--- src/rtl/kmm_agg_pkg.sv ---
package kmm_agg_pkg;

    localparam int SLOTS     = 16384;
    localparam int SLOT_W    = $clog2(SLOTS);
    localparam int KEY_BYTES = 63;
    localparam int KLEN_W    = $clog2(KEY_BYTES + 1);
    localparam int CHUNKS    = 8;
    localparam int CHUNK_W   = 3;
    localparam int NLEN_W    = 6;
    localparam int COUNT_W   = 40;

    localparam logic [COUNT_W-1:0] COUNT_MAX = {COUNT_W{1'b1}};
    localparam logic [32:0]        MAG_LIMIT = 33'h0_8000_0000;

    localparam logic [7:0] CH_SEMI = 8'h3B;
    localparam logic [7:0] CH_DOT  = 8'h2E;
    localparam logic [7:0] CH_LF   = 8'h0A;
    localparam logic [7:0] CH_PLUS = 8'h2B;
    localparam logic [7:0] CH_MIN  = 8'h2D;
    localparam logic [7:0] CH_SP   = 8'h20;
    localparam logic [7:0] CH_TAB  = 8'h09;
    localparam logic [7:0] CH_VT   = 8'h0B;
    localparam logic [7:0] CH_FF   = 8'h0C;
    localparam logic [7:0] CH_CR   = 8'h0D;
    localparam logic [7:0] CH_0    = 8'h30;
    localparam logic [7:0] CH_9    = 8'h39;

    typedef enum logic {
        OP_FEED = 1'b0,
        OP_READ = 1'b1
    } op_t;

    typedef enum logic {
        PH_KEY   = 1'b0,
        PH_VALUE = 1'b1
    } line_phase_t;

    typedef enum logic [1:0] {
        NUM_BEFORE = 2'd0,
        NUM_DIGITS = 2'd1,
        NUM_DONE   = 2'd2
    } num_phase_t;

    typedef enum logic [3:0] {
        ST_CLEAR,
        ST_IDLE,
        ST_PROBE_INIT,
        ST_PROBE_RD,
        ST_PROBE_CHK,
        ST_CMP_RD,
        ST_CMP_CHK,
        ST_INSERT,
        ST_UPDATE,
        ST_RD_NAME,
        ST_RD_OUT
    } state_t;

    typedef struct packed {
        logic        operation;
        logic [7:0]  data_byte;
        logic        final_byte;
        logic [13:0] slot_index;
    } req_t;

    typedef struct packed {
        logic [2:0]          chunk_index;
        logic [63:0]         name_chunk;
        logic [5:0]          name_length;
        logic                slot_used;
        logic signed [31:0]  min_value;
        logic signed [31:0]  max_value;
        logic signed [63:0]  total_sum;
        logic [39:0]         sample_count;
        logic                table_full;
        logic                last;
    } rsp_t;

    typedef struct packed {
        logic                used;
        logic [NLEN_W-1:0]   name_len;
        logic signed [31:0]  min_v;
        logic signed [31:0]  max_v;
        logic signed [63:0]  sum;
        logic [COUNT_W-1:0]  count;
    } stat_t;

    typedef struct packed {
        logic                rec;
        logic [KLEN_W-1:0]   len;
        logic [SLOT_W-1:0]   hash;
        logic signed [31:0]  value;
    } line_t;

    typedef logic [CHUNKS-1:0][7:0][7:0] key_t;

endpackage

--- src/rtl/kmm_agg_parse.sv ---
module kmm_agg_parse (
    input  logic                      clk,
    input  logic                      rst_n,
    input  logic                      feed,
    input  logic [7:0]                data_byte,
    input  logic                      final_byte,
    input  logic                      clear,
    output kmm_agg_pkg::line_t        line,
    output kmm_agg_pkg::key_t         key
);

    kmm_agg_pkg::key_t                   key_reg, key_next;
    logic [kmm_agg_pkg::KLEN_W-1:0]      len_reg, len_next;
    logic [kmm_agg_pkg::SLOT_W-1:0]      hash_reg, hash_next;
    kmm_agg_pkg::line_phase_t            phase_reg, phase_next;
    kmm_agg_pkg::num_phase_t             nph_reg, nph_next;
    logic                                neg_reg, neg_next;
    logic [31:0]                         acc_reg, acc_next;
    logic                                finish;
    logic                                is_digit;
    logic                                is_blank;
    logic [32:0]                         acc_add;
    logic [kmm_agg_pkg::SLOT_W+7:0]      hash_mix;

    assign is_digit = (data_byte >= kmm_agg_pkg::CH_0) && (data_byte <= kmm_agg_pkg::CH_9);
    assign is_blank = (data_byte == kmm_agg_pkg::CH_SP) || (data_byte == kmm_agg_pkg::CH_TAB)
                   || (data_byte == kmm_agg_pkg::CH_VT) || (data_byte == kmm_agg_pkg::CH_FF)
                   || (data_byte == kmm_agg_pkg::CH_CR);

    // acc*10 + digit, saturated at 2^31
    always_comb
    begin
        logic [35:0] prod;
        prod = {1'b0, acc_reg, 3'b000} + {3'b000, acc_reg, 1'b0}
             + {32'd0, data_byte[3:0] - kmm_agg_pkg::CH_0[3:0]};
        if (prod > {3'b000, kmm_agg_pkg::MAG_LIMIT})
            acc_add = kmm_agg_pkg::MAG_LIMIT;
        else
            acc_add = prod[32:0];
    end

    // h*31 + c, kept to the slot range
    assign hash_mix = ({8'd0, hash_reg} << 5) - {8'd0, hash_reg}
                    + {{kmm_agg_pkg::SLOT_W{1'b0}}, data_byte};

    always_comb
    begin
        key_next   = key_reg;
        len_next   = len_reg;
        hash_next  = hash_reg;
        phase_next = phase_reg;
        nph_next   = nph_reg;
        neg_next   = neg_reg;
        acc_next   = acc_reg;
        finish     = 1'b0;
        if (feed)
        begin
            if (data_byte == kmm_agg_pkg::CH_LF)
            begin
                finish = 1'b1;
            end
            else
            begin
                if (phase_reg == kmm_agg_pkg::PH_KEY)
                begin
                    if (data_byte == kmm_agg_pkg::CH_SEMI)
                    begin
                        phase_next = kmm_agg_pkg::PH_VALUE;
                    end
                    else if (len_reg < kmm_agg_pkg::KLEN_W'(kmm_agg_pkg::KEY_BYTES))
                    begin
                        key_next[len_reg[kmm_agg_pkg::KLEN_W-1:3]][len_reg[2:0]] = data_byte;
                        len_next  = len_reg + 1'b1;
                        hash_next = hash_mix[kmm_agg_pkg::SLOT_W-1:0];
                    end
                end
                else if (data_byte != kmm_agg_pkg::CH_DOT)
                begin
                    unique case (nph_reg)
                        kmm_agg_pkg::NUM_BEFORE:
                        begin
                            if (is_blank)
                            begin
                                nph_next = kmm_agg_pkg::NUM_BEFORE;
                            end
                            else if (data_byte == kmm_agg_pkg::CH_PLUS)
                            begin
                                nph_next = kmm_agg_pkg::NUM_DIGITS;
                            end
                            else if (data_byte == kmm_agg_pkg::CH_MIN)
                            begin
                                neg_next = 1'b1;
                                nph_next = kmm_agg_pkg::NUM_DIGITS;
                            end
                            else if (is_digit)
                            begin
                                acc_next = acc_add[31:0];
                                nph_next = kmm_agg_pkg::NUM_DIGITS;
                            end
                            else
                            begin
                                nph_next = kmm_agg_pkg::NUM_DONE;
                            end
                        end
                        kmm_agg_pkg::NUM_DIGITS:
                        begin
                            if (is_digit)
                                acc_next = acc_add[31:0];
                            else
                                nph_next = kmm_agg_pkg::NUM_DONE;
                        end
                        default:
                        begin
                            nph_next = nph_reg;
                        end
                    endcase
                end
                if (final_byte)
                    finish = 1'b1;
            end
        end
        // a line without ';' is dropped at once; a stored one waits for clear
        if ((finish && (phase_next == kmm_agg_pkg::PH_KEY)) || clear)
        begin
            key_next   = '0;
            len_next   = '0;
            hash_next  = '0;
            phase_next = kmm_agg_pkg::PH_KEY;
            nph_next   = kmm_agg_pkg::NUM_BEFORE;
            neg_next   = 1'b0;
            acc_next   = '0;
        end
    end

    always_ff @(posedge clk or negedge rst_n)
    begin
        if (!rst_n)
        begin
            key_reg   <= '0;
            len_reg   <= '0;
            hash_reg  <= '0;
            phase_reg <= kmm_agg_pkg::PH_KEY;
            nph_reg   <= kmm_agg_pkg::NUM_BEFORE;
            neg_reg   <= 1'b0;
            acc_reg   <= '0;
        end
        else
        begin
            key_reg   <= key_next;
            len_reg   <= len_next;
            hash_reg  <= hash_next;
            phase_reg <= phase_next;
            nph_reg   <= nph_next;
            neg_reg   <= neg_next;
            acc_reg   <= acc_next;
        end
    end

    assign line.rec  = finish && (phase_next == kmm_agg_pkg::PH_VALUE);
    assign line.len  = len_reg;
    assign line.hash = hash_reg;

    always_comb
    begin
        if (neg_reg)
            line.value = $signed(~acc_reg + 32'd1);
        else if (acc_reg[31])
            line.value = 32'sh7FFF_FFFF;
        else
            line.value = $signed(acc_reg);
    end

    assign key = key_reg;

endmodule

--- config.mk ---
export PLATFORM = sky130hd
export DESIGN_NAME = kmm_agg_parse
export DESIGN_NICKNAME = d
export VERILOG_FILES = /design/src/rtl/kmm_agg_pkg.sv /design/src/rtl/kmm_agg_parse.sv
export SDC_FILE = /design/constraint.sdc
export NUM_CORES = 1
export LEC_CHECK = 0
export BUFFER_PORTS_ARGS = -buffer_cell sky130_fd_sc_hd__buf_2
export CAP_MARGIN = 20
export CORE_MARGIN = 2
export CORE_UTILIZATION = 45
export CTS_CLUSTER_SIZE = 12
export DETAILED_ROUTE_END_ITERATION = 10
export GPL_TIMING_DRIVEN = 0
export PLACE_DENSITY = 0.77
export RECOVER_POWER = 25
export SETUP_SLACK_MARGIN = 0.2
export SYNTH_ARGS = -nofsm -noshare
export SYNTH_HDL_FRONTEND = slang
export SYNTH_SLANG_ARGS = --single-unit
--- constraint.sdc ---
create_clock -name clk -period 9.1 [get_ports clk]
set_clock_uncertainty 0.2 [all_clocks]
set_input_delay 1.82 -clock clk [delete_from_list [all_inputs] [get_ports clk]]
set_output_delay 1.82 -clock clk [all_outputs]
set_load 0.005 [all_outputs]
==> flow_metrics.env, run 1 <==
export IMPL_port_buffers=574
export IMPL_grt_overflow_total=0
export IMPL_mostFrequentLayoutCell="nor2_1"
export IMPL_dpl_instance_area_um2=31500
export IMPL_gp_congestion=0.919
export IMPL_n_antenna_cell=0
export IMPL_yosysSeqAreaShare_pct=51.9
export IMPL_peakVddDrop_mv=0.153
export IMPL_num_io_pins=578
export IMPL_yosys_warnings=0
export IMPL_ys_flop_type="dfrtp_1"
export IMPL_cp_data_required_time_ns=9.43
export IMPL_power_density_nw_per_um2=173
export IMPL_dp_hpwl_mm=74.2
export IMPL_dieArea_um2=62900
export IMPL_dp_cells=4184
export IMPL_postCtsHoldBufs=0
export IMPL_cp_slowest_stage_delay_ns=0.67
export IMPL_nets=3573
export IMPL_fin_crit_sh_pct=85.0
export IMPL_fin_area_um2=33600
export IMPL_fin_util_pct=55.8
export IMPL_antenna_found_initial=2
export IMPL_synth_area_um2=27400
export IMPL_drt_pass1_iter_count=5
export IMPL_synth_xor_area_share_pct=0.927
export IMPL_die_x_um=251
export IMPL_root_buffer="clkbuf_16"
export IMPL_cts_tree="built"
export IMPL_syn_to_final_growth_pct=22.6
export IMPL_numCtsBuffers=61
export IMPL_cts_buffer_depth=3
export IMPL_min_path_type="flip-flop to flip-flop"
export IMPL_syn_area_per_cell_um2=9.75
export IMPL_wl_per_cell_um=23.5
export IMPL_async_flop_share_pct=100
export IMPL_p_leak_nw=16.8
export IMPL_insertion_delay_ns=0.68
export IMPL_grt_pass1_wl_mm=150
export IMPL_outcome="complete, but fails checks"
export IMPL_violations="capacitance limit, slew limit"
export IMPL_yosys_area_share_simple_pct=16.6
export IMPL_fillers=5356
export IMPL_cts_resized=0
export IMPL_critical_path_cell_chain="buf_2 > clkbuf_1 > inv_1 > clkbuf_1 > fa_1 > inv_1 > ha_1 > nor2b_1 > o31a_1 > o21ai_1 > o21ai_1 > o21ai_0 > xor2_1 > o221ai_1 > or4_4 > a21oi_2 > buf_4 > a22o_2"
export IMPL_setup_violations=0
export IMPL_viasPerCell=5.64
export IMPL_synth_compound_area_share_pct=9.88
export IMPL_die_y_um=251
export IMPL_cts_setup_buffers=0
export IMPL_stdcell_count=4291
export IMPL_whs_ns=0.311
export IMPL_synth_top_family_by_area="simple AND/OR/NAND/NOR gates"
export IMPL_seqCellArea_um2=14200
export IMPL_remaining_drc_errors=0
export IMPL_syn_nets=2918
export IMPL_path_class="input pin to flip-flop"
export IMPL_synth_cell_types=77
export IMPL_ys_ff_latch=568
export IMPL_path_buf_inv=6
export IMPL_grt_usage_pct=31.4
export IMPL_core_region_area_um2=60200
export IMPL_syn_inst=2811
export IMPL_drive_gt1_share_pct=20.7
export IMPL_worstSetupEndpointType="flip-flop"
export IMPL_synth_area_mux_share_pct=12.8
export IMPL_synth_edf_count=0
export IMPL_critical_path_top_delay_family="compound AO/OA/AOI/OAI gates"
export IMPL_largest_reg_flops=512
export IMPL_slew_violations=287
export IMPL_synthAdderAreaFrac_pct=4.46
export IMPL_vias=24200
export IMPL_finalHoldViolCount=0
export IMPL_ant_nets=0
export IMPL_setup_tns_final_ns=0
export IMPL_rows=90
export IMPL_maxCapViolCount=3
export IMPL_tightest_slew_ns=3.49
export IMPL_multi_input_area_um2=12300
export IMPL_critPathArrivalTime_ns=8.06
export IMPL_cp_max_fo=10
export IMPL_cpMaxStageDelayCell="clkbuf_1"
export IMPL_drtIter0Drc=2137
export IMPL_initial_core_util_pct=45.5
export IMPL_clock_fmax_ghz=0.129
export IMPL_post_route_min_period_ns=7.73
export IMPL_grt_pass1_vias=23800
export IMPL_cp_start_kind="input pin"
export IMPL_rsz0062_at_grt="no"
export IMPL_totalWireLength_mm=101
export IMPL_maxSlewHeadroom_pct=-132
export IMPL_final_cell_mix="608 x nor2_1, 581 x buf_2, 568 x dfrtp_1"
export IMPL_htree_levels=2
export IMPL_path_clk_slew_ns=0.06
export IMPL_cts_sinks=568
export IMPL_grt_max_degree=120
[report_power, final]
| part | switching (mW) | internal [mW] | total [mW] |
|---|---|---|---|
| Clock | 1.08 | 1.54 | 2.62 |
| Sequential | 0.0251 | 2.55 | 2.58 |
| Combinational | 0.409 | 0.198 | 0.607 |
| Total | 1.51 | 4.29 | 5.80 |
[layer usage]
layer / vias up / part of all wire (%) / track usage, % / routed length [um]
met4: 2 / 5.1 / 14.3 / 5120
met2: 1043 / 46 / 49.2 / 46000
met5: - / 0.013 / 0 / 13
met3: 271 / 8.2 / 8.59 / 8290
li1: 10900 / - / - / -
met1: 12000 / 41 / 40.6 / 41200
[worst paths after layout]
path | end | slack (ns) | cells after the start | from
min in group asynchronous | key[32]$_DFFE_PN0P_ | 2.11 | 1 | rst_n
max in group asynchronous | acc_reg[28]$_DFFE_PN0P_ | 2.11 | 2 | rst_n
max | acc_reg[10]$_DFFE_PN0P_ | 1.37 | 18 | data_byte[3]
min | key[83]$_DFFE_PN0P_ | 0.31 | 2 | key[83]$_DFFE_PN0P_
min reg2reg | key[83]$_DFFE_PN0P_ | 0.31 | 2 | key[83]$_DFFE_PN0P_
max reg2reg | acc_reg[10]$_DFFE_PN0P_ | 3.73 | 15 | acc_reg[0]$_DFFE_PN0P_
[synth_stat cells, drive strengths merged (19+ instances only)]
cell type  instances  area (um^2)
a21oi            238         1190
nand4             19          125
nor2             609         2290
dfrtp            568        14200
a31oi             20          125
clkbuf           173          651
buf               24          103
nand2            222          833
mux2i            350         3500
o21ai             76          380
ha                88         1100
nor3              30          161
inv               49          184
nand3            107          536
[worst reg2reg max path, delay by kind of cell (launching register included)]
family,cells,cell delay [ns]
AND/OR/NAND/NOR,2,0.78
buffers and inverters,3,0.52
flip-flops,1,0.49
adder cells (fa/ha/maj),2,0.71
XOR/XNOR,1,0.27
AO/OA/AOI/OAI,7,2.35
[metrics by stage]
step           power (mW)  worst slack (ns)
6_report             5.80              1.37
4_1_cts              5.82              1.41
5_1_grt              6.00              1.10
3_3_place_gp         3.21             -5.86
2_1_floorplan        2.98              3.01
3_5_place_dp         3.22             0.772
[layout make-up]
type / count / area share, %
Inverter: 49 / 0.547
Multi-Input combinational cell: 1997 / 36.5
Buffer: 197 / 2.24
Timing Repair Buffer: 592 / 9.22
Clock buffer: 90 / 5.37
Tap cell: 782 / 2.91
Sequential cell: 568 / 42.3
Clock inverter: 16 / 0.924
[kinds of logic (layout without fill, tap and decap cells)]
| kind of cell | Yosys count | count (layout) |
|---|---|---|
| adder cells (fa/ha/maj) | 94 | 94 |
| multiplexers | 350 | 350 |
| XOR/XNOR | 29 | 29 |
| AO/OA/AOI/OAI | 456 | 456 |
| AND/OR/NAND/NOR | 1068 | 1068 |
| flip-flops | 568 | 568 |
| buffers and inverters | 246 | 944 |
Note: power is estimated with default switching activity, not from simulation.
==> run 2: changes to the inputs <==
Settings changed: PLACE_DENSITY 0.77 to 0.79.
Clock period 9.1 ns to 6.4 ns, I/O delays scaled along.
==> run 2 against run 1 <==
  * The run still ends with capacitance limit, slew limit left
  * Non-clock buffer count shrank 3
  * Worst setup slack got worse by 0.89 ns
  * Register-to-register slack worse by 2.3 ns
  * Die area unchanged
  * Cell count fell by 0.28%
  * Sequential cell count did not move
  * Combinational power is 42% higher
  * Global-route usage up 0.065 points
  * Clock power is 33% higher
  * Sequential power is 42% higher
  * Total power up 38%
  * Utilization shrank 0.30 points
  * Critical endpoint is now acc_reg[16]$_DFFE_PN0P_
  * Largest power group is now sequential cells
==> flow_metrics.env, run 2 (same netlist as run 1, synthesis figures left out) <==
export IMPL_cts_sinks=568
export IMPL_syn_to_final_growth_pct=22.0
export IMPL_vias=24200
export IMPL_root_buffer="clkbuf_16"
export IMPL_cp_data_required_time_ns=6.75
export IMPL_antenna_found_initial=1
export IMPL_r2r_start="acc_reg[0]$_DFFE_PN0P_"
export IMPL_fin_crit_sh_pct=92.5
export IMPL_initial_core_util_pct=45.5
export IMPL_min_to="key[294]$_DFFE_PN0P_"
export IMPL_drive_gt1_share_pct=20.6
export IMPL_grt_pass1_wl_mm=150
export IMPL_min_delay_start="key[294]$_DFFE_PN0P_"
export IMPL_ant_nets=0
export IMPL_peakVddDrop_mv=0.194
export IMPL_power_density_nw_per_um2=240
export IMPL_maxCapViolCount=2
export IMPL_largest_reg_flops=512
export IMPL_viasPerCell=5.67
export IMPL_min_path_type="flip-flop to flip-flop"
export IMPL_violations="capacitance limit, slew limit"
export IMPL_setup_violations=0
export IMPL_outcome="complete, but fails checks"
export IMPL_cts_buffer_depth=3
export IMPL_die_x_um=251
export IMPL_dieArea_um2=62900
export IMPL_tightest_slew_ns=2.93
export IMPL_insertion_delay_ns=0.63
export IMPL_drt_pass1_iter_count=5
export IMPL_drtIter0Drc=2168
export IMPL_whs_ns=0.311
export IMPL_gp_congestion=0.919
export IMPL_port_buffers=574
export IMPL_cts_setup_buffers=0
export IMPL_worst_r2r_path_depth=15
export IMPL_grt_usage_pct=31.4
export IMPL_cts_resized=4
export IMPL_num_io_pins=578
export IMPL_p_leak_nw=16.7
export IMPL_grt_pass1_vias=23700
export IMPL_nets=3569
export IMPL_finalHoldViolCount=0
export IMPL_final_cell_mix="607 x nor2_1, 580 x buf_2, 568 x dfrtp_1"
export IMPL_wl_per_cell_um=23.6
export IMPL_rsz0062_at_grt="no"
export IMPL_numCtsBuffers=60
export IMPL_ff2ff_setup_slack_ns=1.48
export IMPL_rows=90
export IMPL_core_region_area_um2=60200
export IMPL_path_class="input pin to flip-flop"
export IMPL_remaining_drc_errors=0
export IMPL_path_clk_slew_ns=0.06
export IMPL_fillers=5286
export IMPL_maxSlewHeadroom_pct=-95.1
export IMPL_clock_fmax_ghz=0.169
export IMPL_setup_tns_final_ns=0
export IMPL_dp_hpwl_mm=74.2
export IMPL_postCtsHoldBufs=0
export IMPL_critPathArrivalTime_ns=6.27
export IMPL_worstSetupEndpointType="flip-flop"
export IMPL_grt_max_degree=121
export IMPL_mostFrequentLayoutCell="nor2_1"
export IMPL_grt_overflow_total=0
export IMPL_cp_max_fo=13
export IMPL_holdPathStages=2
export IMPL_post_route_min_period_ns=5.92
export IMPL_cp_start_kind="input pin"
export IMPL_totalWireLength_mm=101
export IMPL_cts_tree="built"
export IMPL_die_y_um=251
export IMPL_htree_levels=2
export IMPL_n_antenna_cell=0
export IMPL_reg2reg_to="acc_reg[16]$_DFFE_PN0P_"
export IMPL_slew_violations=229
[run 2: changes by cell type in the layout (fill, tap and decap cells not counted), sizes merged]
| cell | before | now |
|---|---|---|
| clkinv | 8 | 6 |
| clkbuf | 267 | 257 |
| bufinv | 6 | 4 |
| inv | 49 | 51 |
| buf | 612 | 610 |
| clkinvlp | 2 | 4 |
[run 2: final cells by class]
class                           count  area (um^2)  share of cell area, %
Buffer                            196          751                   2.25
Timing Repair Buffer              590         3090                   9.25
Sequential cell                   568        14200                   42.5
Multi-Input combinational cell   1997        12300                   36.8
Clock inverter                     16          230                  0.689
Inverter                           49          184                  0.550
Clock buffer                       81         1680                   5.03
Tap cell                          782          978                   2.93
[run 2: report_power, final]
part | internal [mW] | switching, mW
sequential | 3.63 | 0.0406
clock | 1.99 | 1.51
combinational | 0.280 | 0.584
[run 2: metrics by stage]
stage	utilization, %	cell area (um^2)	cells	power, mW	worst slack [ns]
after floorplan	-	27400	2811	4.24	0.850
after global placement	51.9	31200	4167	4.57	-8.07
after detailed placement	52.2	31500	4180	4.59	-1.38
after CTS	55.4	33400	4276	8.05	0.285
after global routing	55.5	33400	4279	8.30	0.220
final	55.5	33400	4279	8.03	0.483
[run 2: how the worst max path moves through the flow]
| stage | start | end | depth (start not counted) |
|---|---|---|---|
| 2_1_floorplan | data_byte[3] | acc_reg[10]$_DFFE_PN0P_ | 16 |
| 3_3_place_gp | rst_n | acc_reg[20]$_DFFE_PN0P_ | 1 |
| 3_5_place_dp | data_byte[3] | acc_reg[16]$_DFFE_PN0P_ | 18 |
| 4_1_cts | data_byte[3] | acc_reg[16]$_DFFE_PN0P_ | 17 |
| 5_1_grt | acc_reg[0]$_DFFE_PN0P_ | line[30] | 13 |
| 6_report | data_byte[3] | acc_reg[16]$_DFFE_PN0P_ | 17 |
[run 2: layer usage]
metal	track usage (%)	wire length [um]
met3	7.72	8160
met4	14.8	5280
met1	40.5	41100
met5	0	13
met2	50.0	46500
[run 2: critical path: stages]
cell	delay [ns]
clkbuf_4	0.30
inv_1	0.22
clkbuf_2	0.35
fa_1	0.69
inv_1	0.06
ha_1	0.29
a211o_1	0.16
a211o_1	0.22
nand3_1	0.16
a31oi_2	0.38
o21ai_0	0.27
a21boi_0	0.34
o221ai_1	0.22
or4_4	0.59
a21oi_4	0.31
buf_4	0.25
a22o_1	0.15
==> run 3: changes to the inputs <==
Settings changed: CORE_ASPECT_RATIO set to 0.9, CORE_MARGIN 2 to not set.
==> run 3 against run 2 <==
  * The run still ends with capacitance limit, slew limit left
  * Die area shrank 1.6%
  * Critical path type unchanged
  * Non-clock buffer count shrank 2
  * Critical endpoint is now acc_reg[3]$_DFFE_PN0P_
  * Utilization grew 0.12 points
  * Combinational power grew 2%
  * Global-route usage grew 0.10 points
  * Largest power group unchanged
  * Sequential power is essentially flat
  * Register-to-register slack lost 0.02 ns
  * Highest routed layer unchanged
==> flow_metrics.env, run 3 (same netlist as run 1, synthesis figures left out) <==
export IMPL_outcome="complete, but fails checks"
export IMPL_violations="capacitance limit, slew limit"
export IMPL_num_io_pins=578
export IMPL_cp_max_fo=13
export IMPL_cts_buffer_depth=3
export IMPL_totalWireLength_mm=99.3
export IMPL_die_y_um=236
export IMPL_seqCellArea_um2=14200
export IMPL_die_x_um=262
export IMPL_core_region_area_um2=60000
export IMPL_drt_pass1_iter_count=6
export IMPL_final_cell_mix="609 x nor2_1, 568 x dfrtp_1, 546 x buf_2"
export IMPL_clock_fmax_ghz=0.167
export IMPL_path_class="input pin to flip-flop"
export IMPL_gp_congestion=0.957
export IMPL_power_density_nw_per_um2=240
export IMPL_setup_violations=0
export IMPL_whs_ns=0.309
export IMPL_insertion_delay_ns=0.65
export IMPL_path_clk_slew_ns=0.06
export IMPL_reg2reg_to="acc_reg[3]$_DFFE_PN0P_"
export IMPL_antenna_found_initial=4
export IMPL_grt_max_degree=120
export IMPL_mostFrequentLayoutCell="nor2_1"
export IMPL_finalHoldViolCount=0
export IMPL_viasPerCell=5.74
export IMPL_vias=24500
export IMPL_port_buffers=574
export IMPL_rsz0062_at_grt="yes"
export IMPL_maxCapViolCount=2
export IMPL_grt_overflow_total=0
export IMPL_cts_sinks=568
export IMPL_tightest_slew_ns=3.06
export IMPL_numCtsBuffers=60
export IMPL_ant_nets=0
export IMPL_setup_tns_final_ns=0
export IMPL_cts_tree="built"
export IMPL_grt_usage_pct=31.5
export IMPL_maxSlewHeadroom_pct=-104
export IMPL_dieArea_um2=61900
export IMPL_cp_start_kind="input pin"
export IMPL_htree_levels=2
export IMPL_dp_hpwl_mm=72.9
export IMPL_worstSetupEndpointType="flip-flop"
export IMPL_min_delay_start="key[43]$_DFFE_PN0P_"
export IMPL_finalPower_mw=7.99
export IMPL_post_route_min_period_ns=5.99
export IMPL_fillers=5270
export IMPL_min_to="key[43]$_DFFE_PN0P_"
export IMPL_worst_r2r_path_depth=14
export IMPL_wl_per_cell_um=23.2
export IMPL_r2r_start="acc_reg[0]$_DFFE_PN0P_"
export IMPL_holdPathStages=2
export IMPL_drtIter0Drc=2418
export IMPL_rows=85
export IMPL_ff2ff_setup_slack_ns=1.46
export IMPL_multi_input_area_um2=12300
export IMPL_root_buffer="clkbuf_16"
export IMPL_critPathArrivalTime_ns=6.33
export IMPL_initial_core_util_pct=45.7
export IMPL_largest_reg_flops=512
export IMPL_fin_crit_sh_pct=93.6
export IMPL_remaining_drc_errors=0
export IMPL_nets=3567
export IMPL_fin_util_pct=55.6
export IMPL_grt_pass1_vias=23400
export IMPL_peakVddDrop_mv=0.218
export IMPL_syn_to_final_growth_pct=21.7
export IMPL_min_path_type="flip-flop to flip-flop"
export IMPL_cts_setup_buffers=0
export IMPL_slew_violations=234
export IMPL_drive_gt1_share_pct=19.5
export IMPL_p_leak_nw=16.5
export IMPL_grt_pass1_wl_mm=148
export IMPL_cp_data_required_time_ns=6.74
## run 3: changes by cell type in the layout (fill, tap and decap cells not counted), sizes merged
cell           delta
diode             +1
clkinv            +2
inv               -2
buf              -37
clkbuf           +35
clkdlybuf4s25     +1
## run 3: power breakdown
| group | switching (mW) | total (mW) | internal [mW] |
|---|---|---|---|
| registers | 0.0407 | 3.67 | 3.63 |
| clock network | 1.49 | 3.45 | 1.96 |
| logic | 0.598 | 0.878 | 0.280 |
| total | 2.13 | 7.99 | 5.87 |
## run 3: layer usage
layer	track usage, %	share of wire, %	up-vias
li1	-	-	10900
met1	42.7	41	12200
met2	47.3	44	1159
met3	7.95	9.0	267
met4	14.8	5.3	6
met5	0	0.037	-
## run 3: area by class of cell
| class | instances | area share, % |
|---|---|---|
| sequential | 568 | 42.6 |
| clock buffer | 82 | 4.96 |
| buffer | 196 | 2.25 |
| timing repair buffer | 588 | 9.06 |
| antenna | 1 | 0.00751 |
| inverter | 49 | 0.552 |
| clock inverter | 16 | 0.754 |
| tap | 783 | 2.94 |
| multi-input combinational | 1997 | 36.8 |
## run 3: worst max path at each step
stage            startpoint                       to  cells after the start
4_1_cts        data_byte[3]   acc_reg[3]$_DFFE_PN0P_                     16
2_1_floorplan  data_byte[3]  acc_reg[10]$_DFFE_PN0P_                     16
3_3_place_gp          rst_n     key[433]$_DFFE_PN0P_                      1
6_report       data_byte[3]   acc_reg[3]$_DFFE_PN0P_                     16
5_1_grt        data_byte[3]   acc_reg[3]$_DFFE_PN0P_                     16
3_5_place_dp   data_byte[3]  acc_reg[10]$_DFFE_PN0P_                     18
## run 3: metrics by stage
step	setup slack [ns]	cell area, um^2	cells
2_1_floorplan	0.850	27400	2811
3_5_place_dp	-1.43	31500	4180
4_1_cts	0.250	33400	4277
3_3_place_gp	-8.08	31200	4168
6_report	0.407	33300	4280
5_1_grt	0.185	33300	4280
## run 3: repair_timing
| action | 4_1_cts | 5_1_grt |
|---|---|---|
| endpoints found under the setup margin | 32 | 19 |
| hold buffers | 0 | 0 |
| resized for setup | 5 | 4 |
## run 3: worst max-delay path, cell delays in order
cell and delay (ns):
clkbuf_4 0.31, inv_1 0.21, clkbuf_2 0.39, fa_1 0.64, fa_1 0.48, nor2b_1 0.23
o31a_1 0.26, o21ai_2 0.16, o21ai_1 0.32, o21ai_1 0.22, xor2_1 0.26, o221ai_1 0.22
or4_4 0.60, a21oi_4 0.29, buf_4 0.25, a22o_1 0.14
